==> config.mk <==
export PLATFORM = sky130hd
export DESIGN_NAME = crfs_ctrl
export DESIGN_NICKNAME = d
export VERILOG_FILES = /design/src/rtl/crfs_pkg.sv /design/src/rtl/crfs_ctrl.sv
export SDC_FILE = /design/constraint.sdc
export NUM_CORES = 1
export LEC_CHECK = 0
export BUFFER_PORTS_ARGS = -buffer_cell sky130_fd_sc_hd__buf_4
export CORE_UTILIZATION = 48
export DETAILED_ROUTE_END_ITERATION = 8
export GPL_TIMING_DRIVEN = 0
export PLACE_DENSITY = 0.79
export SETUP_SLACK_MARGIN = 0.05
export SYNTH_ARGS = -nofsm -noshare
export SYNTH_HDL_FRONTEND = slang
export SYNTH_SLANG_ARGS = --single-unit
==> constraint.sdc <==
create_clock -name i_clk -period 1.6 [get_ports i_clk]
set_input_delay 0.24 -clock i_clk [delete_from_list [all_inputs] [get_ports i_clk]]
set_output_delay 0.24 -clock i_clk [all_outputs]
set_load 0.02 [all_outputs]
==> src/rtl/crfs_pkg.sv <==
// ----------------------------------------------------------------------------
// crfs_pkg
// Shared types and constants of the circle raster frame store: command codes,
// field widths and the command and status bundles between control and datapath.
// ----------------------------------------------------------------------------
package crfs_pkg;

    localparam int unsigned COLOR_W  = 24;
    localparam int unsigned COORD_W  = 13;
    localparam int unsigned RADIUS_W = 12;
    localparam int unsigned PT_W     = 14;
    localparam int unsigned DEC_W    = 16;
    localparam int unsigned IDX_W    = 3;

    localparam int unsigned DEF_FRAME_WIDTH  = 128;
    localparam int unsigned DEF_FRAME_HEIGHT = 128;

    localparam logic [COLOR_W-1:0] WHITE = 24'hFFFFFF;

    typedef enum logic [1:0] {
        CMD_READ   = 2'd0,
        CMD_SET    = 2'd1,
        CMD_FILL   = 2'd2,
        CMD_CIRCLE = 2'd3
    } t_cmd;

    typedef enum logic [1:0] {
        PK_SINGLE = 2'd0,
        PK_AXIAL  = 2'd1,
        PK_OCT    = 2'd2
    } t_pt_kind;

    typedef struct packed {
        logic             load;
        logic             pt_issue;
        t_pt_kind         pt_kind;
        logic [IDX_W-1:0] pt_idx;
        logic             circ_step;
        logic             sweep_start;
        logic             res_load;
    } t_dp_cmd;

    typedef struct packed {
        logic sweep_busy;
        logic pipe_busy;
        logic circ_more;
    } t_dp_status;

endpackage

==> src/rtl/crfs_ctrl.sv <==
// ----------------------------------------------------------------------------
// crfs_ctrl
// Command sequencer: accepts a command, steps the datapath through its pixel
// operations or frame sweep, waits for the pipeline to drain and posts a result.
// ----------------------------------------------------------------------------
module crfs_ctrl
    import crfs_pkg::*;
(
    input  logic       i_clk,
    input  logic       i_rst_n,
    input  logic       i_in_valid,
    output logic       o_in_ready,
    input  t_cmd       i_cmd,
    output logic       o_out_valid,
    input  logic       i_out_ready,
    output t_dp_cmd    o_dp_cmd,
    input  t_dp_status i_dp_status
);

    typedef enum logic [3:0] {
        S_INIT,
        S_IDLE,
        S_SINGLE,
        S_FILL,
        S_AXIAL,
        S_CHECK,
        S_STEP,
        S_OCT,
        S_DRAIN
    } t_state;

    localparam logic [IDX_W-1:0] AXIAL_LAST = IDX_W'(3);
    localparam logic [IDX_W-1:0] OCT_LAST   = IDX_W'(7);

    t_state           r_state, n_state;
    logic [IDX_W-1:0] r_cnt, n_cnt;
    logic             r_out_vld, n_out_vld;

    always_comb begin
        n_state   = r_state;
        n_cnt     = r_cnt;
        n_out_vld = r_out_vld & ~i_out_ready;
        o_dp_cmd  = '0;
        o_dp_cmd.pt_kind = PK_SINGLE;
        case (r_state)
            S_INIT: begin
                if (!i_dp_status.sweep_busy) begin
                    n_state = S_IDLE;
                end
            end
            S_IDLE: begin
                if (i_in_valid) begin
                    o_dp_cmd.load = 1'b1;
                    n_cnt         = '0;
                    case (i_cmd)
                        CMD_READ, CMD_SET: n_state = S_SINGLE;
                        CMD_FILL:          n_state = S_FILL;
                        default:           n_state = S_AXIAL;
                    endcase
                end
            end
            S_SINGLE: begin
                o_dp_cmd.pt_issue = 1'b1;
                o_dp_cmd.pt_kind  = PK_SINGLE;
                n_state           = S_DRAIN;
            end
            S_FILL: begin
                o_dp_cmd.sweep_start = 1'b1;
                n_state              = S_DRAIN;
            end
            S_AXIAL: begin
                o_dp_cmd.pt_issue = 1'b1;
                o_dp_cmd.pt_kind  = PK_AXIAL;
                o_dp_cmd.pt_idx   = r_cnt;
                n_cnt             = r_cnt + 1'b1;
                if (r_cnt == AXIAL_LAST) begin
                    n_state = S_CHECK;
                end
            end
            S_CHECK: begin
                n_state = i_dp_status.circ_more ? S_STEP : S_DRAIN;
            end
            S_STEP: begin
                o_dp_cmd.circ_step = 1'b1;
                n_cnt              = '0;
                n_state            = S_OCT;
            end
            S_OCT: begin
                o_dp_cmd.pt_issue = 1'b1;
                o_dp_cmd.pt_kind  = PK_OCT;
                o_dp_cmd.pt_idx   = r_cnt;
                n_cnt             = r_cnt + 1'b1;
                if (r_cnt == OCT_LAST) begin
                    n_state = S_CHECK;
                end
            end
            S_DRAIN: begin
                if (!i_dp_status.pipe_busy && !i_dp_status.sweep_busy &&
                    (!r_out_vld || i_out_ready)) begin
                    o_dp_cmd.res_load = 1'b1;
                    n_out_vld         = 1'b1;
                    n_state           = S_IDLE;
                end
            end
            default: begin
                n_state = S_IDLE;
            end
        endcase
    end

    always_ff @(posedge i_clk) begin
        if (!i_rst_n) begin
            r_state   <= S_INIT;
            r_cnt     <= '0;
            r_out_vld <= 1'b0;
        end else begin
            r_state   <= n_state;
            r_cnt     <= n_cnt;
            r_out_vld <= n_out_vld;
        end
    end

    assign o_in_ready  = (r_state == S_IDLE);
    assign o_out_valid = r_out_vld;

endmodule

==> flow_summary.ini <==
[finish]
area_delta_synth_final_pct = 52.4
layout_commonest_cell = buf_4
seq_area_um2 = 168
layout-drive-gt1-share = 0.405
nets = 130
num_antenna_cells = 0
layout_common_cells = buf_4, nor2_1, nand2_1
fillers = 93
stdcell_count = 131
multi_input_area_um2 = 524

[detailed_routing]
drc = 0
totalWireLength_um = 1770
vias = 742
via_per_inst = 5.66
dr.pass1.iters = 4
ant_nets = 0
m1WireLength_um = 787
top_layer = met4
routedWlPerCell_um = 13.5
drtIter0Drc = 28
routed-wl-met3_um = 95
dr_wl_met2_um = 871

[yosys]
syn_inst = 87
ys_types = 32
syn-num-nets = 99
synth_ff_type = dfxtp_1
syn_area_um2 = 662
synth-seq-area-share = 0.242
synth_edf_count = 0
ys_warn_count = 0
ys_seq_elements = 8
avgSynthCellArea_um2 = 7.61
synth-async-reset-ratio = 0

[sta]
hold_viol_final = 0
finalSetupViolations = 0
fmax_ghz = 0.637
fin_tns_setup_ns = 0
drv_slew = 0
fin_crit_ns = 1.57
worst_slew_margin_rel = 0.776
rsz0062_at_grt = yes
worst_pin_slew_ns = 0.332
period_share = 0.980
fin_skew_ns = 0.00258

[cts]
clk_pin_slew_ns = 0.06
ctsRootBufferMaster = clkbuf_4
clkSinkCount = 8
htree_levels = 1
cts_tree = built
clk_path_buf_depth = 2
cts_made_buffers = 3
clk_latency_ns = 0.26

[floorplanning]
ios = 21
die_h_um = 39.1
dieArea_um2 = 1530
rows = 13
initial_core_util = 0.515
fp.dieW_um = 39.1
core-area_um2 = 1280

[power_and_ir_drop]
combPwrFrac = 0.619
peakVddDrop_mv = 0.667
leakagePower_nw = 0.425
p_per_area_nw_per_um2 = 1140
intPower_mw = 0.690
finalPower_mw = 1.15
pwr-share-clk = 0.145
p_sw_frac = 0.403
seqPwrFrac = 0.237
power_switching_mw = 0.465

[placement]
dp_hpwl_um = 1160
gp_congestion = 0.885
portBuffers = 20
dp_cells = 122

[worst_setup_path]
cp_max_fo = 5
cp.arrival_ns = 1.33
cp.required_ns = 1.36
setup.worst_path.end_class = output port
critPathLaunchType = flop
critical_path_class = flop to output port

[grt]
grt_pass1_wl_um = 2650
grt_max_degree = 11
first_global_vias = 623
grt_use_total = 0.260
antenna_found_initial = 0
overflow = 0

[status]
status = complete, no violations

[worst_hold_path]
hold_class = input port to flop

[flow_run]
max_cap_viol_count = 0
## per-layer routing
| metal | up-vias | GRT usage |
|---|---|---|
| met4 | 0 | 0.129 |
| met3 | 2 | 0.0578 |
| met2 | 27 | 0.417 |
| met5 | - | 0 |
| met1 | 348 | 0.320 |
| li1 | 365 | - |
## cell families (layout without fill, tap and decap cells)
family	after synthesis	after routing	share of synthesized area
buffers and inverters	8	37	0.0567
flip-flops	8	8	0.242
multiplexers	2	2	0.0302
adder cells (fa/ha/maj)	3	3	0.0567
XOR/XNOR	1	1	0.0132
AND/OR/NAND/NOR	44	44	0.372
AO/OA/AOI/OAI	21	21	0.229
## critical path, cell delays in order (launching register included)
cell      delay, ns
dfxtp_4        0.37
buf_6          0.13
nand2b_4       0.15
o21a_1         0.17
nor2_1         0.10
buf_4          0.15
## sequential cells by signal, indices dropped and copies added, names as in the netlist
name         count
o_out_valid      1
r_cnt            3
r_state          4
## power groups by stage
stage	combinational (mW)	sequential, mW	clock (mW)
4_1_cts	0.612	0.268	0.165
3_5_place_dp	0.498	0.260	0
2_1_floorplan	0.374	0.253	0
3_3_place_gp	0.492	0.258	0
5_1_grt	0.766	0.277	0.175
6_report	0.715	0.273	0.167
## metrics by stage
step / util / hold WS, ns / cell area, um^2 / worst slack [ns]
2_1_floorplan: - / 0.358 / 667 / 0.0718
3_3_place_gp: 0.650 / 0.486 / 836 / 0.126
3_5_place_dp: 0.650 / 0.488 / 836 / 0.0971
4_1_cts: 0.737 / 0.275 / 947 / 0.0325
5_1_grt: 0.785 / 0.282 / 1010 / -0.0324
6_report: 0.785 / 0.269 / 1010 / 0.0313
## cells in the mapped netlist, types with 3 or more instances
cell type / n / share of area
nand2b_1: 6 / 0.057
nand2_1: 7 / 0.040
nor2_1: 10 / 0.057
o21ai_0: 4 / 0.030
dfxtp_1: 8 / 0.24
nor3_1: 6 / 0.045
inv_1: 3 / 0.017
a21oi_1: 4 / 0.030
buf_2: 3 / 0.023
ha_1: 3 / 0.057
nor2b_1: 5 / 0.047
## repair_timing
item | 4_1_cts | 5_1_grt
setup buffers | 4 | 2
setup endpoints to repair | 9 | 9
resized for setup | 15 | 8
pin swaps | 2 | 4
hold buffers | 0 | 0
## worst paths after layout
check | cells past startpoint | to | start | slack, ns
worst max-delay path | 5 | o_dp_cmd[8] | r_state[0] | 0.03
worst max register to register | 6 | r_state[0] | r_cnt[0] | 0.18
worst min-delay path | 2 | r_state[3] | i_rst_n | 0.27
worst min register to register | 2 | r_cnt[1] | r_cnt[1] | 0.50
## final cells by class
class                           count  share of cell area
Tap cell                           15              0.0186
Sequential cell                     8               0.166
Buffer                              5              0.0521
Multi-Input combinational cell     71               0.520
Inverter                            3              0.0112
Timing Repair Buffer               26               0.210
Clock buffer                        3              0.0223
Power figures use the tool's default switching activity.
